`config.mk`:
```
export PLATFORM = sky130hd
export DESIGN_NAME = serial_packet_deframer_top
export DESIGN_NICKNAME = d
export VERILOG_FILES = /design/src/hw/rtl/spd_pkg.sv /design/src/hw/rtl/serial_packet_deframer_top.sv /design/src/hw/rtl/spd_frame_check.sv
export SDC_FILE = /design/constraint.sdc
export NUM_CORES = 1
export LEC_CHECK = 0
export BUFFER_PORTS_ARGS = -buffer_cell sky130_fd_sc_hd__buf_4
export CORE_AREA = 2 2 149 151
export CTS_CLUSTER_DIAMETER = 50
export DETAILED_ROUTE_END_ITERATION = 12
export DIE_AREA = 0 0 151 153
export GPL_TIMING_DRIVEN = 0
export SLEW_MARGIN = 40
export SYNTH_ARGS = -nofsm -noshare
export SYNTH_HDL_FRONTEND = slang
export SYNTH_SLANG_ARGS = --single-unit
```
`constraint.sdc`:
```
create_clock -name clk -period 13.9 [get_ports clk]
set_input_delay 0 -clock clk [delete_from_list [all_inputs] [get_ports clk]]
set_output_delay 0 -clock clk [all_outputs]
set_load 0.01 [all_outputs]
```
`src/hw/rtl/spd_pkg.sv`:
```
// Shared types and constants for the serial packet deframer.
// No dependencies; imported by spd_frame_check and serial_packet_deframer_top.
`timescale 1ns / 1ps

package spd_pkg;

  // Packet geometry and checks
  localparam int unsigned PACKET_BYTES = 11;
  localparam int unsigned CNT_W        = $clog2(PACKET_BYTES + 1);
  localparam logic [7:0]  MAGIC_RESET  = 8'd67;
  localparam logic [7:0]  TYPE_LIMIT   = 8'd4;

  // Byte positions inside the window, oldest byte first
  localparam int unsigned POS_MAGIC = 0;
  localparam int unsigned POS_SUM   = 1;
  localparam int unsigned POS_TYPE  = 2;
  localparam int unsigned POS_ADDR  = 3;
  localparam int unsigned POS_DATA  = 7;

  typedef logic [PACKET_BYTES-1:0][7:0] spd_window_t;

  // One decoded packet together with its hit flag
  typedef struct packed {
    logic        hit;
    logic [1:0]  packet_type;
    logic [31:0] word_address;
    logic [31:0] data_word;
  } spd_result_t;

endpackage

```
`src/hw/rtl/serial_packet_deframer_top.sv`:
```
// Top level of the serial packet deframer: byte window, fill count, output stage.
// Depends on spd_pkg and spd_frame_check.
`timescale 1ns / 1ps

// The deframer takes one received byte per cycle while in_stall is low and keeps
// the last eleven bytes in a shift window. When the window holds eleven bytes
// starting with the magic byte, carrying a correct additive checksum in byte one
// and a type below four in byte two, one packet is delivered and the window
// empties; otherwise the window slides a byte at a time until it locks on. The
// window check is a small adder tree between the window registers and the output
// register; once a packet's last byte is transferred, it is registered into the
// output register, or into the skid entry while the output is stalled. The result
// side has an output register and one skid entry, so bytes keep flowing while a
// packet waits; in_stall rises only while the skid entry is occupied. The magic
// byte register resets to 'C' and may be rewritten whenever the block is idle.
module serial_packet_deframer_top (
  input  logic        clk,
  input  logic        rst_n,
  input  logic        cfg_wr_en,
  input  logic [7:0]  cfg_wr_data,
  input  logic        in_valid,
  output logic        in_stall,
  input  logic [7:0]  in_rx_byte,
  output logic        out_valid,
  input  logic        out_stall,
  output logic [1:0]  out_packet_type,
  output logic [31:0] out_word_address,
  output logic [31:0] out_data_word
);
  import spd_pkg::*;

  localparam logic [CNT_W-1:0] FULL_CNT = CNT_W'(PACKET_BYTES);

  logic [7:0]       magic_r;
  spd_window_t      window_r;
  spd_window_t      window_nxt;
  logic [CNT_W-1:0] fill_r;
  logic [CNT_W-1:0] fill_nxt;
  logic             in_xfer;
  logic             will_fill;
  spd_result_t      check;
  logic             out_valid_r;
  spd_result_t      out_r;
  logic             skid_valid_r;
  spd_result_t      skid_r;
  logic             out_free;
  logic             new_hit;

  assign in_xfer   = in_valid && !in_stall;
  assign in_stall  = skid_valid_r;
  assign will_fill = (fill_r >= FULL_CNT - CNT_W'(1));

  // Window after appending the incoming byte, newest byte at the top.
  always_comb begin
    window_nxt = {in_rx_byte, window_r[PACKET_BYTES-1:1]};
  end

  spd_frame_check u_check (
    .window      (window_nxt),
    .magic_byte  (magic_r),
    .window_full (will_fill),
    .result      (check)
  );

  assign new_hit = in_xfer && check.hit;

  // Fill count saturates at a full window and clears on a packet.
  always_comb begin
    fill_nxt = fill_r;
    if (in_xfer) begin
      if (check.hit) begin
        fill_nxt = '0;
      end else if (!will_fill) begin
        fill_nxt = fill_r + CNT_W'(1);
      end else begin
        fill_nxt = FULL_CNT;
      end
    end
  end

  // Configuration register.
  always_ff @(posedge clk) begin
    if (!rst_n) begin
      magic_r <= MAGIC_RESET;
    end else if (cfg_wr_en) begin
      magic_r <= cfg_wr_data;
    end
  end

  // Window and fill count. Stale bytes below the fill mark are never checked.
  always_ff @(posedge clk) begin
    if (!rst_n) begin
      fill_r <= '0;
    end else begin
      fill_r <= fill_nxt;
    end
  end

  always_ff @(posedge clk) begin
    if (in_xfer) begin
      window_r <= window_nxt;
    end
  end

  // Output register with one skid entry behind it.
  assign out_free = !out_valid_r || !out_stall;

  always_ff @(posedge clk) begin
    if (!rst_n) begin
      out_valid_r  <= 1'b0;
      skid_valid_r <= 1'b0;
    end else if (out_free) begin
      if (skid_valid_r) begin
        out_valid_r  <= 1'b1;
        skid_valid_r <= 1'b0;
      end else begin
        out_valid_r <= new_hit;
      end
    end else if (new_hit) begin
      skid_valid_r <= 1'b1;
    end
  end

  always_ff @(posedge clk) begin
    if (out_free) begin
      if (skid_valid_r) begin
        out_r <= skid_r;
      end else if (new_hit) begin
        out_r <= check;
      end
    end else if (new_hit) begin
      skid_r <= check;
    end
  end

  assign out_valid        = out_valid_r;
  assign out_packet_type  = out_r.packet_type;
  assign out_word_address = out_r.word_address;
  assign out_data_word    = out_r.data_word;

endmodule

```
`src/hw/rtl/spd_frame_check.sv`:
```
// Combinational packet check over a full 11-byte window.
// Depends on spd_pkg for the window and result types.
`timescale 1ns / 1ps

module spd_frame_check (
  input  spd_pkg::spd_window_t window,
  input  logic [7:0]           magic_byte,
  input  logic                 window_full,
  output spd_pkg::spd_result_t result
);
  import spd_pkg::*;

  logic [7:0] sum_a;
  logic [7:0] sum_b;
  logic [7:0] sum_c;
  logic [7:0] checksum;
  logic       magic_ok;
  logic       sum_ok;
  logic       type_ok;

  // Mod-256 sum of every byte but the checksum byte, as a shallow adder tree.
  assign sum_a    = (window[0] + window[2]) + (window[3] + window[4]);
  assign sum_b    = (window[5] + window[6]) + (window[7] + window[8]);
  assign sum_c    = window[9] + window[10];
  assign checksum = sum_a + sum_b + sum_c;

  // The three packet checks.
  assign magic_ok = (window[POS_MAGIC] == magic_byte);
  assign sum_ok   = (window[POS_SUM] == checksum);
  assign type_ok  = (window[POS_TYPE] < TYPE_LIMIT);

  // Little-endian field extraction.
  always_comb begin
    result.hit          = window_full && magic_ok && sum_ok && type_ok;
    result.packet_type  = window[POS_TYPE][1:0];
    result.word_address = {window[POS_ADDR+3], window[POS_ADDR+2],
                           window[POS_ADDR+1], window[POS_ADDR]};
    result.data_word    = {window[POS_DATA+3], window[POS_DATA+2],
                           window[POS_DATA+1], window[POS_DATA]};
  end

endmodule

```
# Word level (Yosys, flattened, before mapping)
# Cells that the tools add are included.
[op_classes]
shifts = 0
bitwise_logic = 2
eq_ne = 2
muxes = 5
add_sub_neg = 10
div = 0
order_cmp = 2
mul = 0
reduce_logical = 13
[ops]
columns = ["cell", "n"]
rows = [
  ["66-bit two-way mux", 2],
  ["8-bit adder", 9],
  ["8-bit == test", 2],
  ["8-bit by 3-bit less-than comparator with 1-bit output, second input constant", 1],
  ["4-bit two-way mux", 2],
  ["1-bit logical AND", 5],
  ["4-bit by 1-bit adder with 4-bit output, second input constant", 1],
  ["4-bit >= comparator, second input constant", 1],
  ["2-bit AND reduction", 2],
  ["1-bit logical NOT", 3],
  ["1-bit inverter", 2],
  ["2-bit nonzero test", 1],
  ["2-bit OR reduction", 1],
  ["1-bit logical OR", 1],
  ["1-bit two-way mux", 1],
]
[word_totals]
mem_bits_rw = 0
latch_bits = 0
memories = 0
word_cells = 54
mem_bits_ro = 0
register_bits = 226

# Longest topological paths before layout
# Gate-level depths: netlist (run 1).
[logic_depth]
ltp_word = 10
depth_mapped = 18
ltp_nobuf = 18

# By module
# A second synthesis (run 1) with hierarchy kept.
[unflattened]
cells_unflattened = 582
area_unflattened_um2 = 10067.2
[modules_own_cells]
columns = ["module", "cells_each", "n_inst", "area_each_um2"]
rows = [
  ["serial_packet_deframer_top", 346, 1, 7782.5],
  ["spd_frame_check", 236, 1, 2284.7],
]

# Least setup slack after synthesis (run 1)
# Ideal clock, no wire load.
[synth_path]
kind = "reg-to-reg"
startpoint = "register window_r (netlist bit window_nxt[3])"
endpoint = "register skid_r[0] in the netlist's numbering, enable pin"
stages_incl_launch_ff = 15
setup_time_ns = 0.652
t_arrival_ns = 10.772
path_buffers = 0
setup_slack_ns = 2.476
required_time_ns = 13.248
path_cell_list = "edfxtp_1 fa_1 inv_1 fa_1 fa_1 fa_1 inv_1 fa_1 ha_1 nor2b_1 o21ai_2 a21oi_1 a211oi_1 xor3_2 nor4_1"
[synth_via]
elab_chain_cells = 9
elab_cells_between_ends = 11
[synth_rtl]
columns = ["element", "line_no", "rtl"]
rows = [
  ["from (decl)", "serial_packet_deframer_top.sv:35", "spd_window_t window_r;"],
  ["from (signal assigned)", "serial_packet_deframer_top.sv:101", "window_r <= window_nxt;"],
  ["8-bit adder (2 in a row)", "spd_frame_check.sv:22", "assign sum_a = (window[0] + window[2]) + (window[3] + window[4]);"],
  ["8-bit adder (2 in a row)", "spd_frame_check.sv:25", "assign checksum = sum_a + sum_b + sum_c;"],
  ["8-bit == test", "spd_frame_check.sv:29", "assign sum_ok = (window[POS_SUM] == checksum);"],
  ["1-bit logical AND * (2 in a row)", "spd_frame_check.sv:34", "result.hit = window_full && magic_ok && sum_ok && type_ok;"],
  ["1-bit logical AND *", "serial_packet_deframer_top.sv:65", "assign new_hit = in_xfer && check.hit;"],
  ["2-bit AND reduction (no line) *", "-", ""],
  ["to (signal assigned)", "serial_packet_deframer_top.sv:132", "skid_r <= check;"],
  ["to (decl)", "serial_packet_deframer_top.sv:45", "spd_result_t skid_r;"],
]
# Mark *: on every way between the ends. The rest lies on a longest branch, timed or not.
# A chain may end at the register's enable or synchronous reset.

# Final worst setup path (run 1)
[layout_path]
startpoint = "register window_r (netlist bit window_nxt[27])"
endpoint = "register skid_r[19] in the netlist's numbering, enable pin"
[layout_via]
elab_chain_cells = 9
[layout_rtl]
columns = ["element", "line_no"]
rows = [
  ["8-bit adder (2 in a row)", "spd_frame_check.sv:22"],
  ["8-bit adder (2 in a row)", "spd_frame_check.sv:25"],
  ["8-bit == test", "spd_frame_check.sv:29"],
  ["1-bit logical AND (2 in a row)", "spd_frame_check.sv:34"],
  ["1-bit logical AND", "serial_packet_deframer_top.sv:65"],
  ["2-bit AND reduction (no line)", "-"],
]
# No other way between the ends.

==> impl_summary.txt, run 1 <==
----------------------------------------------------
[Outcome]
  Outcome ... complete, no violations

[Routing]
  Post-detailed-routing wire length ... 17.6 mm
  DRC violation count after routing ... 0
  Total via count after detailed routing ... 4838
  Count of TritonRoute iterations in the first routing pass ... 4
  Detail-routed via count per cell ... 4.90
  Antenna viol nets, final ... 0
  Number of DRC markers after the initial detailed-route iteration ... 203
  Per-cell routed wire length ... 17.8 um

[Die]
  Chip height ... 153 um
  I/O pin total ... 89
  Initial cell density of the core ... 44.6%
  Die area ... 23100 um2
  Number of standard-cell rows in the floorplan ... 54
  Die W ... 151 um
  Area of the placeable core ... 21500 um2

[Finish]
  Post-route cell area ... 11800 um2
  Number of nets in the final layout ... 773
  Relative area change from synthesis to final layout ... 23.5%
  Post-route core utilization ... 55.1%
  Leading cell types in the layout, fill and taps excluded ... sky130_fd_sc_hd__edfxtp_1, sky130_fd_sc_hd__buf_4, sky130_fd_sc_hd__mux2_2, sky130_fd_sc_hd__inv_1, sky130_fd_sc_hd__fa_1
  Share of cells above drive strength 1 ... 31.2%
  Most frequent standard cell in the layout excluding fill and tap cells ... sky130_fd_sc_hd__edfxtp_1
  N_diodes ... 0

[Pwr]
  Max IR drop VDD ... 0.163 mV
  Power per Cell Area ... 182 nW/um2
  Overall power after layout ... 2.15 mW
  Static leakage power ... 4.41 nW

[GRT]
  Global Route Usage Sum ... 15.8%
  Met1 global-route usage ... 21.8%
  Met3 capacity usage during global routing ... 2.87%
  Antenna violations before repair ... 0
  Number of global-route vias before repair ... 5151
  Busiest layer in global routing ... met2
  GRT met2 Usage ... 26.0%
  Global-route wire length before repair ... 28.2 mm
  Largest net degree at the start of global routing ... 47
  Remaining global-route overflow ... 0

[Placement]
  Final RePlAce weighted congestion ... 0.804
  Placed standard-cell area ... 10800 um2
  Port Buffers ... 87
  Detailed Place HPWL ... 11.9 mm

[CTS]
  Clock sink count ... 226
  Hold_buf cts ... 27
  CTS Buf Count ... 25
  Number of levels in the clock H-tree ... 1
  Clock network latency to the later pin of the worst-skew pair ... 0.52 ns
  Number of buffers on the longest clock path ... 3
  Root Buffer Master ... sky130_fd_sc_hd__clkbuf_16
  Post-CTS setup buffers ... 0
  Clock transition at the registers of the reported paths ... 0.06 ns
  Resized Gates After CTS ... 0
  CTS tree ... done

[Timing]
  Maximum clock skew at final layout ... 0.0128 ns
  Worst Hold Slack ... 0.0648 ns
  Achievable frequency ... 0.141 GHz
  Setup repair after global routing missed its margin ... no
  Fraction of the cycle the final worst path needs ... 50.9%
  Total negative slack ... 0 ns
  Post-layout min period ... 7.07 ns
  Final-report setup violation count ... 0
  Max_slew headroom ... 61.4%
  Final Hold Viols ... 0
  Final max-slew violation count ... 0
  Transition time of the tightest slew-check pin ... 0.577 ns

[Yosys]
  Number of cells produced by synthesis ... 528
  Number of unique standard cell types used by synthesis ... 35
  Syn Nets ... 612
  Ys flop type ... sky130_fd_sc_hd__edfxtp_1
  Portion of the post-synthesis area used by sequential elements ... 69.4%
  Largest cells by area after synthesis ... sky130_fd_sc_hd__edfxtp_1, sky130_fd_sc_hd__fa_1, sky130_fd_sc_hd__mux2_2
  Netlist area before placement ... 9580 um2
  Number of flip-flops and latches in the synthesized netlist ... 226
  Fraction of registers with async set or reset after synthesis ... 0%
  Average footprint of a synthesized cell ... 18.1 um2
  Number of synthesized flops with an enable pin ... 212
  Share of the synthesized area in the top cell type ... 66.4%
  Post-synthesis cell type with the largest combined area ... sky130_fd_sc_hd__edfxtp_1
  Ys Warns ... 0

[Job]
  Max cap viols ... 0

[Critical path]
  Critical path start-end classification ... flip-flop to flip-flop
  Launching element type of the critical path ... flip-flop
  R2r worst-path depth ... 23
  Data arrival time of the critical path ... 7.29 ns
  Maximum net fanout on the critical path ... 6
  CP required ... 14.12 ns
  Type of element capturing the critical path ... flip-flop

[Min path]
  Min-Delay Path Depth ... 3
  Class of the most critical hold timing path ... input pin to flip-flop

----------------------------------------------------
path summary, 6_finish.rpt:
| path | startpoint | to | slack (ns) |
|---|---|---|---|
| setup / recovery | window_nxt[27] | skid_r[19] | 6.83 |
| hold / removal | cfg_wr_en | magic_r[4] | 0.06 |
| setup reg to reg | window_nxt[27] | skid_r[19] | 6.83 |
| hold reg to reg | window_nxt[14] | window_nxt[6] | 0.48 |
power by group:
part	internal, mW	total (mW)	switching, mW
combinational	0.348	0.725	0.377
clock	0.370	0.641	0.270
sequential	0.765	0.784	0.0194
sequential cells by signal (all words and copies together) (netlist names):
| signal | count |
|---|---|
| in_stall | 1 |
| out_packet_type | 2 |
| window_nxt | 80 |
| fill_r | 4 |
| skid_r | 66 |
| magic_r | 8 |
| out_valid | 1 |
| out_word_address | 32 |
| out_data_word | 32 |
cell families after synthesis:
logic type	after synthesis	share of synthesized area (%)
muxes	71	8.24
DFF	226	69.4
buffers and inverters	64	2.51
AOI/OAI and AO/OA	28	1.98
xor gates and xnor gates	36	3.64
adders and majority gates	63	12.1
and+or+nand+nor	40	2.13
metal layers:
| layer | part of all wire, % | up-vias |
|---|---|---|
| li1 | - | 2248 |
| met1 | 44 | 2455 |
| met2 | 50 | 107 |
| met3 | 4.2 | 28 |
| met4 | 2.0 | 0 |
| met5 | 0 | - |
final cells by class:
cell class	instances	area, um2
fillers	1732	9650
flip-flops and latches	226	6650
multi-input cells	238	2710
repair buffers	134	1070
clock buffers	28	637
well taps	280	350
inverters	54	208
clock inverters	18	160
plain buffers	10	45.0
per-stage QoR:
stage	setup slack (ns)	instances
finish	6.83	988
global route	6.54	988
CTS	6.81	988
detailed placement	6.85	915
floorplan	2.48	528
global placement	-1.47	895
cells in the mapped netlist (all sizes together), types with 2 or more instances:
master / instances
mux2: 63
fa: 50
o21ai: 9
nand2: 13
nor3: 3
clkbuf: 10
xnor2: 28
inv: 54
a21oi: 5
dfxtp: 14
o31a: 2
xor2: 6
ha: 13
nand3: 4
a21o: 3
nor4: 2
mux2i: 8
nor2b: 7
edfxtp: 212
nor2: 2
o211ai: 2
nand4: 5
and3: 2
worst max-delay path, stage by stage, from the launching register on:
cell and delay (ns):
sky130_fd_sc_hd__edfxtp_1 0.45, sky130_fd_sc_hd__fa_1 0.56, sky130_fd_sc_hd__inv_1 0.05, sky130_fd_sc_hd__fa_1 0.46, sky130_fd_sc_hd__fa_1 0.52, sky130_fd_sc_hd__fa_1 0.55, sky130_fd_sc_hd__inv_1 0.05, sky130_fd_sc_hd__fa_1 0.45
sky130_fd_sc_hd__ha_1 0.34, sky130_fd_sc_hd__nor2b_1 0.15, sky130_fd_sc_hd__o21ai_2 0.15, sky130_fd_sc_hd__a21oi_1 0.09, sky130_fd_sc_hd__a211oi_1 0.36, sky130_fd_sc_hd__xor3_2 0.61, sky130_fd_sc_hd__nor4_2 0.31, sky130_fd_sc_hd__buf_2 0.25
sky130_fd_sc_hd__buf_4 0.18, sky130_fd_sc_hd__buf_2 0.19, sky130_fd_sc_hd__buf_4 0.17, sky130_fd_sc_hd__buf_2 0.16, sky130_fd_sc_hd__buf_2 0.17, sky130_fd_sc_hd__buf_2 0.16, sky130_fd_sc_hd__buf_2 0.18, sky130_fd_sc_hd__buf_2 0.20
No activity file was read; power rests on OpenSTA's default activity.
==> inputs of run 2 (changes only) <==
==> constraint.sdc (replaced) <==
create_clock -name clk -period 7.3 [get_ports clk]
set_input_delay 0 -clock clk [delete_from_list [all_inputs] [get_ports clk]]
set_output_delay 0 -clock clk [all_outputs]
set_load 0.01 [all_outputs]
==> impl_summary.txt, run 2 (synthesized netlist as in run 1, its figures left out) <==
----------------------------------------------------
[Outcome]
  Outcome ... complete, no violations

[Pwr]
  Static leakage power ... 4.39 nW
  Share of power burned in combinational logic ... 34.0%
  Power per Cell Area ... 352 nW/um2
  Max IR drop VDD ... 0.339 mV
  Net switching power ... 1.30 mW
  Reg power frac ... 35.7%
  Overall power after layout ... 4.18 mW
  Clock share of power ... 30.2%
  Internal power contribution ... 2.88 mW
  Switching share of total power ... 31.0%

[GRT]
  Remaining global-route overflow ... 0
  Global-route wire length before repair ... 28.2 mm
  Global Route Usage Sum ... 15.9%
  Number of global-route vias before repair ... 5171
  Largest net degree at the start of global routing ... 47
  Antenna violations before repair ... 0

[Critical path]
  Critical path's largest stage delay ... 0.62 ns
  Data arrival time of the critical path ... 6.71 ns
  Buf+Inv Stages, Crit Path ... 6
  CP required ... 7.50 ns
  Cell family with most CP delay ... adder cells
  Launching element type of the critical path ... flip-flop
  Type of element capturing the critical path ... flip-flop
  Slowest stage cell on the critical path ... sky130_fd_sc_hd__xor3_2
  Cell chain of the critical path ... fa_1 > inv_1 > fa_1 > fa_1 > fa_1 > inv_1 > fa_1 > ha_1 > nor2b_1 > o21ai_2 > a21oi_1 > a211oi_1 > xor3_2 > nor4_4 > buf_4 > buf_4 > buf_4 > buf_4
  Most prevalent standard cell on the critical path ... sky130_fd_sc_hd__fa_1
  Critical path start-end classification ... flip-flop to flip-flop
  Maximum net fanout on the critical path ... 9

[Timing]
  Post-layout min period ... 6.51 ns
  Setup repair after global routing missed its margin ... no
  Achievable frequency ... 0.154 GHz
  Maximum clock skew at final layout ... 0.0220 ns
  Max_slew headroom ... 59.1%
  Transition time of the tightest slew-check pin ... 0.608 ns
  Total negative slack ... 0 ns
  Final max-slew violation count ... 0
  Final Hold Viols ... 0
  Worst Hold Slack ... 0.0418 ns
  Final-report setup violation count ... 0
  Fraction of the cycle the final worst path needs ... 89.2%

[Routing]
  Total via count after detailed routing ... 4872
  Count of TritonRoute iterations in the first routing pass ... 4
  Post-detailed-routing wire length ... 17.8 mm
  Detail-routed via count per cell ... 4.98
  Number of DRC markers after the initial detailed-route iteration ... 300
  Per-cell routed wire length ... 18.2 um
  Antenna viol nets, final ... 0
  DRC violation count after routing ... 0

[CTS]
  Number of buffers on the longest clock path ... 3
  CTS Buf Count ... 25
  Resized Gates After CTS ... 0
  Clock transition at the registers of the reported paths ... 0.06 ns
  Clock network latency to the later pin of the worst-skew pair ... 0.51 ns
  Root Buffer Master ... sky130_fd_sc_hd__clkbuf_16
  Number of levels in the clock H-tree ... 1
  CTS tree ... done
  Clock sink count ... 226

[Finish]
  Final-layout fill cell count ... 1707
  Largest register FFs ... 80
  Share of cells above drive strength 1 ... 30.9%
  Relative area change from synthesis to final layout ... 23.7%
  N_diodes ... 0
  Post-route core utilization ... 55.2%
  Leading cell types in the layout, fill and taps excluded ... sky130_fd_sc_hd__edfxtp_1, sky130_fd_sc_hd__buf_4, sky130_fd_sc_hd__mux2_2, sky130_fd_sc_hd__inv_1, sky130_fd_sc_hd__fa_1
  Most frequent standard cell in the layout excluding fill and tap cells ... sky130_fd_sc_hd__edfxtp_1
  Sequential standard cell area ... 6650 um2
  Multi-input gate area in the final layout ... 2720 um2
  Non-filler instance count after layout ... 978
  Number of nets in the final layout ... 764

[Placement]
  Port Buffers ... 87
  # placed instances ... 908
  Final RePlAce weighted congestion ... 0.771
  Detailed Place HPWL ... 11.9 mm

[Die]
  Die W ... 151 um
  Chip height ... 153 um
  I/O pin total ... 89
  Initial cell density of the core ... 44.6%
  Number of standard-cell rows in the floorplan ... 54
  Die area ... 23100 um2
  Area of the placeable core ... 21500 um2

[Min path]
  Class of the most critical hold timing path ... input pin to flip-flop

[Job]
  Max cap viols ... 0

----------------------------------------------------
## run 2: stage by stage
stage | cell area [um2] | setup slack [ns]
floorplan | 9600 | 0.191
detailed placement | 10800 | 0.770
global placement | 10600 | -1.30
global route | 11900 | 0.435
finish | 11900 | 0.791
CTS | 11900 | 0.721
## run 2: metal layers
| metal | up-vias | wire length, um | GRT usage [%] |
|---|---|---|---|
| li1 | 2225 | - | - |
| met1 | 2512 | 7860 | 22.0 |
| met2 | 107 | 8920 | 26.6 |
| met3 | 28 | 664 | 2.87 |
| met4 | 0 | 346 | 3.16 |
| met5 | - | 0 | 0 |
## run 2: timing repair
action                                 in CTS  in global routing
setup buffers                               0                  0
endpoints found under the hold margin      37                  0
hold buffers                               25                  0
## run 2: tightest hold or removal path, cell delays in order
cell	delay [ns]
sky130_fd_sc_hd__buf_4	0.11
sky130_fd_sc_hd__nand2_1	0.14
sky130_fd_sc_hd__nor4_4	0.11
## run 2: power groups by stage
stage	Combinational [mW]	Clock, mW	Sequential [mW]
final	1.42	1.26	1.49
after global routing	1.61	1.34	1.50
after CTS	1.44	1.29	1.49
after detailed placement	1.41	0	1.52
after global placement	1.35	0	1.52
after floorplan	1.13	0	1.51
## run 2: final cells by class
cell class,instances,area share (%)
clock buffers,28,5.54
well taps,280,2.96
inverters,54,1.75
clock inverters,17,1.54
multi-input cells,238,23.0
repair buffers,125,8.80
flip-flops and latches,226,56.1
plain buffers,10,0.380
## run 2: final timing paths
path / start / endpoint / slack (ns) / cells after the start
max: window_nxt[3] / skid_r[11] / 0.79 / 18
max reg2reg: window_nxt[3] / skid_r[11] / 0.79 / 18
min reg2reg: window_nxt[14] / window_nxt[6] / 0.48 / 0
min: out_stall / skid_r[63] / 0.04 / 3
==> inputs of run 3 (changes only) <==
--- a/config.mk
+++ b/config.mk
@@ -5,11 +5,12 @@
 export SDC_FILE = /design/constraint.sdc
 export NUM_CORES = 1
 export LEC_CHECK = 0
+export ABC_AREA = 1
 export BUFFER_PORTS_ARGS = -buffer_cell sky130_fd_sc_hd__buf_4
-export CORE_AREA = 2 2 149 151
+export CORE_AREA = 2 2 151 153
 export CTS_CLUSTER_DIAMETER = 50
 export DETAILED_ROUTE_END_ITERATION = 12
-export DIE_AREA = 0 0 151 153
+export DIE_AREA = 0 0 153 155
 export GPL_TIMING_DRIVEN = 0
 export SLEW_MARGIN = 40
 export SYNTH_ARGS = -nofsm -noshare
==> impl_summary.txt, run 3 <==
----------------------------------------------------
[Min path]
  Start point of the worst min-delay path ... in_rx_byte[7]
  Class of the most critical hold timing path ... input pin to flip-flop
  Hold Path End ... window_nxt[79]
  Min-Delay Path Depth ... 2

[Placement]
  Placed standard-cell area ... 11000 um2
  Port Buffers ... 87
  # placed instances ... 1164
  Final RePlAce weighted congestion ... 0.803
  Worst-case setup slack after placement ... 1.17 ns
  Detailed Place HPWL ... 14.0 mm

[Yosys]
  Share of the synthesized area in the top cell type ... 64.8%
  Number of unique standard cell types used by synthesis ... 27
  Average footprint of a synthesized cell ... 12.5 um2
  Top-count cell post-synth ... sky130_fd_sc_hd__nand2_1
  Post-synthesis cell type with the largest combined area ... sky130_fd_sc_hd__edfxtp_1
  Number of cells produced by synthesis ... 784
  Ys flop type ... sky130_fd_sc_hd__edfxtp_1
  Number of synthesized flops with an enable pin ... 212
  Syn Nets ... 868
  Fraction of registers with async set or reset after synthesis ... 0%
  Number of flip-flops and latches in the synthesized netlist ... 226
  Ys Warns ... 0
  Portion of the post-synthesis area used by sequential elements ... 67.6%
  Leading cell types by count after synthesis ... sky130_fd_sc_hd__nand2_1, sky130_fd_sc_hd__edfxtp_1, sky130_fd_sc_hd__inv_1, sky130_fd_sc_hd__fa_1, sky130_fd_sc_hd__nor2_1
  Netlist area before placement ... 9830 um2
  Largest cells by area after synthesis ... sky130_fd_sc_hd__edfxtp_1, sky130_fd_sc_hd__nand2_1, sky130_fd_sc_hd__fa_1

[CTS]
  Clock sink count ... 226
  Number of buffers on the longest clock path ... 3
  Clock transition at the registers of the reported paths ... 0.06 ns
  Number of levels in the clock H-tree ... 1
  Root Buffer Master ... sky130_fd_sc_hd__clkbuf_16
  CTS tree ... done
  Post-CTS setup buffers ... 0
  CTS Buf Count ... 27
  Clock network latency to the later pin of the worst-skew pair ... 0.53 ns

[Timing]
  Setup repair after global routing missed its margin ... no
  Final Hold Viols ... 0
  Fraction of the cycle the final worst path needs ... 84.1%
  Achievable frequency ... 0.163 GHz
  Minimum setup slack in the final design ... 1.16 ns
  Total negative slack ... 0 ns
  Post-layout min period ... 6.14 ns
  Final-report setup violation count ... 0
  Transition time of the tightest slew-check pin ... 0.773 ns
  Maximum clock skew at final layout ... 0.0214 ns
  Final max-slew violation count ... 0
  Max_slew headroom ... 48.5%

[GRT]
  Largest net degree at the start of global routing ... 52
  Number of global-route vias before repair ... 5983
  Remaining global-route overflow ... 0
  Global-route wire length before repair ... 32.4 mm
  Global Route Usage Sum ... 17.4%
  Antenna violations before repair ... 0

[Finish]
  Most frequent standard cell in the layout excluding fill and tap cells ... sky130_fd_sc_hd__nand2_1
  Number of nets in the final layout ... 1027
  Non-filler instance count after layout ... 1248
  Largest register FFs ... 80
  Leading cell types in the layout, fill and taps excluded ... sky130_fd_sc_hd__nand2_1, sky130_fd_sc_hd__edfxtp_1, sky130_fd_sc_hd__inv_1, sky130_fd_sc_hd__buf_4, sky130_fd_sc_hd__fa_1
  Share of cells above drive strength 1 ... 15.3%
  Relative area change from synthesis to final layout ... 24.9%
  N_diodes ... 0
  Post-route cell area ... 12300 um2

[Die]
  Number of standard-cell rows in the floorplan ... 55
  Die area ... 23700 um2
  Die W ... 153 um
  Area of the placeable core ... 22200 um2
  Initial cell density of the core ... 44.2%
  I/O pin total ... 89
  Chip height ... 155 um

[Routing]
  Post-detailed-routing wire length ... 20.2 mm
  DRC violation count after routing ... 0
  Count of TritonRoute iterations in the first routing pass ... 4
  Total via count after detailed routing ... 5871
  Per-cell routed wire length ... 16.2 um
  Detail-routed via count per cell ... 4.70
  Antenna viol nets, final ... 0
  Number of DRC markers after the initial detailed-route iteration ... 393

[Pwr]
  Power per Cell Area ... 330 nW/um2
  Overall power after layout ... 4.05 mW
  Max IR drop VDD ... 0.245 mV
  Static leakage power ... 5.13 nW

[Critical path]
  CP required ... 7.53 ns
  Most prevalent standard cell on the critical path ... sky130_fd_sc_hd__fa_1
  Type of element capturing the critical path ... flip-flop
  Maximum net fanout on the critical path ... 19
  R2r worst-path depth ... 23
  Launching element type of the critical path ... flip-flop
  Data arrival time of the critical path ... 6.37 ns
  Critical path's largest stage delay ... 0.59 ns
  Worst flop-to-flop path endpoint ... out_word_address[16]
  Cell chain of the critical path ... fa_1 > inv_1 > fa_1 > fa_1 > fa_1 > inv_1 > fa_1 > inv_1 > fa_1 > inv_1 > nand2_1 > nand2_1 > nor2_1 > nand2_1 > nor2_1 > nand4_1 > nor3_2 > nand4_2 > nand2_2 > inv_2 > nor2_4 > buf_16 > buf_8
  Origin of the critical flop-to-flop path ... window_nxt[26]
  Buf+Inv Stages, Crit Path ... 7
  Slowest stage cell on the critical path ... sky130_fd_sc_hd__fa_1
  Cell family with most CP delay ... adder cells
  Slack of the worst reg-to-reg path ... 1.16 ns
  Critical path start-end classification ... flip-flop to flip-flop

[Outcome]
  Outcome ... complete, no violations

[Job]
  Max cap viols ... 0

----------------------------------------------------
-- run 3: changes by cell type in the layout (fill, tap and decap cells not counted), sizes merged, moves of 5 or more --
cell	previous run	this run
a21oi	5	14
clkbuf	38	43
dlygate4sd3	25	35
inv	58	106
mux2	63	0
mux2i	8	0
nand2	13	283
nand3	4	17
nor2	2	22
nor2b	7	0
o21ai	9	20
xnor2	28	4
-- run 3: logic make-up after synthesis --
kind of cell	Yosys count	synth area share, %
compound gates	36	1.91
xor+xnor	7	0.624
fa+ha+maj	63	11.8
buf+inv	118	4.53
flops	226	67.6
simple gates	334	13.5
-- run 3: timing repair --
| action | CTS | global route |
|---|---|---|
| hold endpoints to repair | 37 | 0 |
| resized for setup | 0 | 0 |
| hold buffers | 35 | 0 |
-- run 3: worst max-delay path by stage --
| stage | depth (start not counted) | startpoint | slack [ns] | endpoint |
|---|---|---|---|---|
| final | 23 | window_nxt[26] | 1.16 | out_word_address[16] |
| after global placement | 19 | window_nxt[26] | -0.77 | skid_r[48] |
| after CTS | 23 | window_nxt[26] | 1.10 | out_word_address[16] |
| after global routing | 23 | window_nxt[26] | 0.77 | out_word_address[16] |
| after detailed placement | 23 | window_nxt[34] | 1.17 | out_word_address[16] |
| after floorplan | 21 | window_nxt[2] | 0.57 | out_data_word[0] |
-- run 3: through the flow --
stage / hold WS [ns] / utilization, %
after floorplan: 0.0989 / -
after global placement: 0.210 / 48.8
after detailed placement: 0.217 / 49.7
after CTS: 0.213 / 55.2
after global routing: 0.218 / 55.2
final: 0.229 / 55.2
-- run 3: final cells by class --
| class | instances | area, um2 |
|---|---|---|
| Inverter | 103 | 392 |
| Tap cell | 285 | 357 |
| Sequential cell | 226 | 6650 |
| Clock buffer | 32 | 694 |
| Fill cell | 1876 | 9950 |
| Multi-Input combinational cell | 440 | 2750 |
| Clock inverter | 17 | 190 |
| Buffer | 15 | 60.1 |
| Timing Repair Buffer | 130 | 1190 |
-- run 3: report_power, final --
part,switching (mW),internal [mW],leakage (nW)
Sequential,0.0339,1.45,2.08
Combinational,0.733,0.487,2.61
Clock,0.548,0.794,0.435
Total,1.32,2.73,5.13
-- run 3: routing by layer --
metal	GRT usage (%)	routed length [um]
met1	24.5	9220
met2	28.9	9620
met3	2.65	926
met4	4.41	398
met5	0	0
